==> config.mk <==
export PLATFORM = sky130hd
export DESIGN_NAME = csmp_cordic
export DESIGN_NICKNAME = d
export VERILOG_FILES = /design/src/design/csmp_pkg.sv /design/src/design/csmp_cordic.sv
export SDC_FILE = /design/constraint.sdc
export NUM_CORES = 1
export LEC_CHECK = 0
export BUFFER_PORTS_ARGS = -buffer_cell sky130_fd_sc_hd__clkbuf_2
export CAP_MARGIN = 20
export CORE_UTILIZATION = 35
export CTS_CLUSTER_SIZE = 8
export DETAILED_ROUTE_END_ITERATION = 10
export SYNTH_ARGS = -nofsm -noshare
export SYNTH_HDL_FRONTEND = slang
export SYNTH_SLANG_ARGS = --single-unit
==> constraint.sdc <==
create_clock -name clk -period 19.6 [get_ports clk]
set_input_delay 1.96 -clock clk [delete_from_list [all_inputs] [get_ports clk]]
set_output_delay 1.96 -clock clk [all_outputs]
set_load 0.005 [all_outputs]
==> src/design/csmp_pkg.sv <==
package csmp_pkg;

	// Frame geometry
	localparam int FFT_SIZE      = 20;
	localparam int HOP           = 5;
	localparam int HISTORY_DEPTH = 32;
	localparam int COUNT_BITS    = 20;
	localparam int NUM_BINS      = FFT_SIZE / 2 + 1;
	localparam int PAD           = FFT_SIZE / 2;
	localparam int LEAD_DEPTH    = PAD + 1;
	localparam int NEED_OFF      = FFT_SIZE - 1 - PAD;

	// CORDIC constants, angles in Q.16 radians
	localparam int    CORDIC_STEPS    = 16;
	localparam int    ANG_PI          = 205887;
	localparam int    ANG_HALF_PI     = 102944;
	localparam int    ANG_TWO_PI      = 411775;
	localparam longint CORDIC_GAIN_Q30 = 652032874;
	localparam int    GAIN_SPLIT      = 15;
	localparam int    GAIN_HI         = int'(CORDIC_GAIN_Q30 >> GAIN_SPLIT);
	localparam int    GAIN_LO         = int'(CORDIC_GAIN_Q30 % (64'd1 << GAIN_SPLIT));
	localparam int    PHASE_LIMIT     = 25736;
	localparam int    MAG_LIMIT       = 655360;

	// Datapath widths
	localparam int SMP_W     = 16;
	localparam int TW_W      = 17;
	localparam int WIN_W     = 18;
	localparam int OPA_W     = 34;
	localparam int PROD_W    = OPA_W + WIN_W;
	localparam int V_W       = 33;
	localparam int ACC_W     = 53;
	localparam int RND_SHIFT = 22;
	localparam int CXY_W     = ACC_W - RND_SHIFT;
	localparam int XW        = 34;
	localparam int ZW        = 20;
	localparam int MAGACC_W  = PROD_W + GAIN_SPLIT + 1;
	localparam int MAG_SHIFT = 38;
	localparam int MAG_W     = 20;
	localparam int PH_W      = 16;
	localparam int BIN_W     = $clog2(NUM_BINS);
	localparam int K_W       = $clog2(FFT_SIZE);
	localparam int CNT_W     = $clog2(2 * FFT_SIZE + 1);
	localparam int HIST_AW   = $clog2(HISTORY_DEPTH);
	localparam int LEAD_AW   = $clog2(LEAD_DEPTH);
	localparam int POS_W     = COUNT_BITS + 3;
	localparam int STEP_W    = $clog2(CORDIC_STEPS);

	localparam int ATAN_TAB [CORDIC_STEPS] = '{
		51472, 30386, 16055, 8150, 4091, 2047, 1024, 512,
		256, 128, 64, 32, 16, 8, 4, 2
	};

	typedef enum logic [3:0] {
		ST_IDLE, ST_CHECK, ST_WIN, ST_WWAIT, ST_DFT, ST_DWAIT, ST_ROUND,
		ST_CSTART, ST_CWAIT, ST_MAG, ST_MWAIT, ST_OUT
	} state_t;

	typedef enum logic [2:0] {
		DST_V, DST_RE, DST_IM, DST_MHI, DST_MLO
	} dst_t;

	// Twiddles by CORDIC rotation, worked out at elaboration
	function automatic logic [2*FFT_SIZE*TW_W-1:0] build_twiddles();
		logic [2*FFT_SIZE*TW_W-1:0] tab;
		longint z, x, y, dx, dy, c, s;
		bit neg;
		tab = '0;
		for (int m = 0; m < FFT_SIZE; m++) begin
			z = longint'(m) * ANG_TWO_PI / FFT_SIZE;
			x = CORDIC_GAIN_Q30;
			y = 0;
			neg = 1'b0;
			if (z > ANG_PI)
				z = z - ANG_TWO_PI;
			if (z > ANG_HALF_PI) begin
				z = z - ANG_PI;
				neg = 1'b1;
			end else if (z < -ANG_HALF_PI) begin
				z = z + ANG_PI;
				neg = 1'b1;
			end
			for (int i = 0; i < CORDIC_STEPS; i++) begin
				dx = y >>> i;
				dy = x >>> i;
				if (z >= 0) begin
					x = x - dx;
					y = y + dy;
					z = z - ATAN_TAB[i];
				end else begin
					x = x + dx;
					y = y - dy;
					z = z + ATAN_TAB[i];
				end
			end
			c = (x + 16384) >>> 15;
			s = (y + 16384) >>> 15;
			if (neg) begin
				c = -c;
				s = -s;
			end
			if (c > 32768) c = 32768;
			if (c < -32768) c = -32768;
			if (s > 32768) s = 32768;
			if (s < -32768) s = -32768;
			tab[(2*m)*TW_W +: TW_W]   = c[TW_W-1:0];
			tab[(2*m+1)*TW_W +: TW_W] = s[TW_W-1:0];
		end
		return tab;
	endfunction

	localparam logic [2*FFT_SIZE*TW_W-1:0] TWIDDLES = build_twiddles();

	function automatic logic signed [TW_W-1:0] tw_cos(input logic [K_W-1:0] m);
		return $signed(TWIDDLES[(2*m)*TW_W +: TW_W]);
	endfunction

	function automatic logic signed [TW_W-1:0] tw_sin(input logic [K_W-1:0] m);
		return $signed(TWIDDLES[(2*m+1)*TW_W +: TW_W]);
	endfunction

	// Periodic Hann weight, Q0.16
	function automatic logic signed [WIN_W-1:0] win_coef(input logic [K_W-1:0] k);
		logic signed [TW_W-1:0] c;
		c = tw_cos(k);
		return WIN_W'(32768) - WIN_W'(c);
	endfunction

endpackage

==> src/design/csmp_cordic.sv <==
module csmp_cordic import csmp_pkg::*; (
	input  logic                    clk,
	input  logic                    arst_n,
	input  logic                    start,
	input  logic signed [CXY_W-1:0] x_in,
	input  logic signed [CXY_W-1:0] y_in,
	output logic                    done,
	output logic signed [XW-1:0]    x_out,
	output logic signed [ZW-1:0]    z_out
);

	logic signed [XW-1:0] x_q, y_q, dx, dy;
	logic signed [ZW-1:0] z_q, at;
	logic [STEP_W-1:0]    step_q;
	logic                 busy_q, done_q;

	// Shared shifter and angle step
	always_comb begin
		dx = y_q >>> step_q;
		dy = x_q >>> step_q;
		at = ZW'(ATAN_TAB[step_q]);
	end

	// Step control
	always_ff @(posedge clk or negedge arst_n) begin
		if (!arst_n) begin
			busy_q <= 1'b0;
			done_q <= 1'b0;
			step_q <= '0;
		end else begin
			done_q <= 1'b0;
			if (start) begin
				busy_q <= 1'b1;
				step_q <= '0;
			end else if (busy_q) begin
				step_q <= step_q + 1'b1;
				if (step_q == STEP_W'(CORDIC_STEPS - 1)) begin
					busy_q <= 1'b0;
					done_q <= 1'b1;
				end
			end
		end
	end

	// Vectoring: fold into the right half-plane, then rotate y to zero
	always_ff @(posedge clk) begin
		if (start) begin
			if (x_in < 0) begin
				x_q <= -XW'(x_in);
				y_q <= -XW'(y_in);
				z_q <= (y_in >= 0) ? ZW'(ANG_PI) : -ZW'(ANG_PI);
			end else begin
				x_q <= XW'(x_in);
				y_q <= XW'(y_in);
				z_q <= '0;
			end
		end else if (busy_q) begin
			if (y_q >= 0) begin
				x_q <= x_q + dx;
				y_q <= y_q - dy;
				z_q <= z_q + at;
			end else begin
				x_q <= x_q - dx;
				y_q <= y_q + dy;
				z_q <= z_q - at;
			end
		end
	end

	assign done  = done_q;
	assign x_out = x_q;
	assign z_out = z_q;

endmodule

==> reports/metrics.csv <==
metric,value,unit
crit path capture type,flip-flop,
cts hold-fix bufs,0,
maximum fanout along the worst path,56,
Synth Net Count,1882,
Vias/cell,6.05,
Worst Path Arrival,7.24,ns
ys flop type,edfxtp_1,
syn avg cell area,8.74,sq um
ANT nets after route,0,
"commonest cells after routing, fill and taps aside","193 x nand2_1, 147 x o21ai_0, 123 x a21oi_1",
Worst EP required,19.74,ns
CTS sink count,94,
largest net degree at the start of global routing,74,
DRC,0,
total length of routed wires,47.8,mm
gpl congestion,0.931,
status,"complete, no violations",
max-cap violations,0,
Peak Freq,141,MHz
min Tclk post-route,7.10,ns
CORE AREA,0.0420,sq mm
gr usage total,21.7,%
Die X,209,um
final hold violation count,0,
Synth Cell Area,0.0150,sq mm
first-pass GRT wire length,74.8,mm
Starting Density,35.6,%
HPWL Detailed,36.5,mm
"most common cell after layout, fill and taps aside",nand2_1,
total grt overflow,0,
Nets,1933,
# setup viols final,0,
final period utilization,36.2,%
diode count,0,
Syn Inst Count,1714,
Area growth syn-to-layout,7.73,%
H-Tree Depth,3,
Synth Register Bits,94,
first-pass iteration count of the detailed router,7,
Post-synth EDFFs,88,
Finished Core Util,38.4,%
worst slew pin tran,0.972,ns
setup TNS,0,ns
Die Y,209,um
Iter 0 DRT Violations,1284,
Via Count,13972,
IO Count,120,
worst hold path class,reg2reg,
TritonCTS clock tree,built,
Post-synth ARST share,6.38,%
Startpoint Class,flip-flop,
library cells used by synthesis,89,
Clock Tree Buf Depth,2,
Avg WL per Cell,20.7,um
IO Port Bufs,119,
worst skew pair latency,0.39,ns
"Seq/Total Area, Yosys",18.6,%
die area,0.0436,sq mm
Max Slew Vio Count,0,
Crit Path Category,reg2reg,
clk slew on worst S/H paths,0.08,ns
layout cells sized above 1,14.9,%
post_cts resized,0,
number of global-route vias before repair,13322,
initial antenna violation count,0,
number of setup buffers added after CTS,0,
synth warn,0,
Final Skew,0.0160,ns
RSZ-0062 raised after global routing,false,
Cell Rows,75,
Slew HR,33.6,%
CTS Buf Count,9,
CTS root buf,clkbuf_16,
## worst max-delay path: stages (launching register included)
cell,delay (ns)
dfrtp_4,0.61
buf_4,0.65
mux4_2,0.58
and2_1,0.17
a31o_2,0.23
o21ai_0,0.24
ha_1,0.20
inv_1,0.07
nor2_1,0.26
a31oi_1,0.15
xnor2_1,0.16
ha_1,0.36
and4_1,0.24
nor2b_1,0.14
a311oi_1,0.52
o32ai_1,0.23
a2111oi_0,0.87
o21ai_0,0.35
a41oi_1,0.32
xnor3_1,0.33
and2_1,0.16
## synth_stat cells (6+ instances only)
master	instances	area, sq um
nand4_1	16	100
nand2b_1	22	138
or4_1	16	120
and3_1	10	62.6
mux4_1	29	762
or2_2	12	75.1
buf_4	9	67.6
nor2b_1	10	62.6
o211ai_1	9	67.6
a31o_2	9	78.8
nand2_1	193	724
and2_1	21	131
mux2_2	23	259
nor3_1	24	120
xnor2_1	114	998
mux2i_1	45	450
ha_1	100	1250
buf_6	11	124
o21a_1	14	105
buf_1	14	52.6
nor4_1	7	43.8
a21oi_1	123	616
nand3_1	32	160
or3_1	11	68.8
a211oi_1	23	173
mux4_2	49	1100
a2111oi_0	6	52.6
nor2_1	117	439
buf_2	9	45.0
dfrtp_1	6	150
inv_1	47	176
xor2_1	81	709
a31oi_1	18	113
clkbuf_1	44	165
o22ai_1	6	37.5
o21bai_1	11	82.6
o31ai_1	36	270
o41ai_1	9	78.8
edfxtp_1	88	2640
o21ai_0	147	736
a21o_1	47	353
## cell type report
class                      instances  area, sq um
clock inverter                     6         90.1
tap                              539          674
sequential                        94         2800
multi-input combinational       1479        11500
fill                            4281        25900
inverter                          49          184
timing repair buffer             132          696
clock buffer                      10          239
## layer usage
metal  vias up  GRT usage, %  routed length [um]
met3        52          3.22                2930
met2       503          36.9               23000
li1       6611             -                   -
met4         0          5.20                 841
met5         -             0                   0
met1      6806          28.7               21000
## state kept, by name, summed over array words and instances, names as in the netlist
signal	flops
x_out	34
y_q	34
z_out	20
step_q	4
busy_q	1
done	1
## kinds of logic (layout without fill, tap and decap cells)
family / after synthesis / in the layout / share of synthesized area [%]
XOR/XNOR: 196 / 196 / 11.6
AND/OR/NAND/NOR: 527 / 527 / 17.4
flip-flops: 94 / 94 / 18.6
adder cells (fa/ha/maj): 103 / 103 / 8.75
buffers and inverters: 141 / 197 / 4.93
multiplexers: 147 / 147 / 17.4
AO/OA/AOI/OAI: 506 / 506 / 21.4
## stage by stage
| stage | hold WS (ns) | area (sq um) | instances | setup WS, ns |
|---|---|---|---|---|
| finish | 0.663 | 16100 | 2309 | 12.50 |
| global route | 0.710 | 16100 | 2309 | 11.94 |
| CTS | 0.664 | 16100 | 2309 | 12.54 |
| detailed placement | 0.654 | 15800 | 2293 | 12.59 |
| global placement | 0.641 | 15800 | 2293 | 12.75 |
| floorplan | 0.665 | 15000 | 1714 | 13.45 |
## worst paths after layout
path                       depth (start not counted)   endpoint  slack, ns       from
setup reg to reg                                  20  x_out[33]      12.50  step_q[0]
hold reg to reg                                    2     busy_q       0.66     busy_q
min in group asynchronous                          1       done       1.40     arst_n
max in group asynchronous                          1  step_q[1]      18.00     arst_n
hold / removal                                     2     busy_q       0.66     busy_q
setup / recovery                                  20  x_out[33]      12.50  step_q[0]
Power is not shown: default switching activity piles up to over one toggle a cycle in this logic, so the estimate is an artifact.
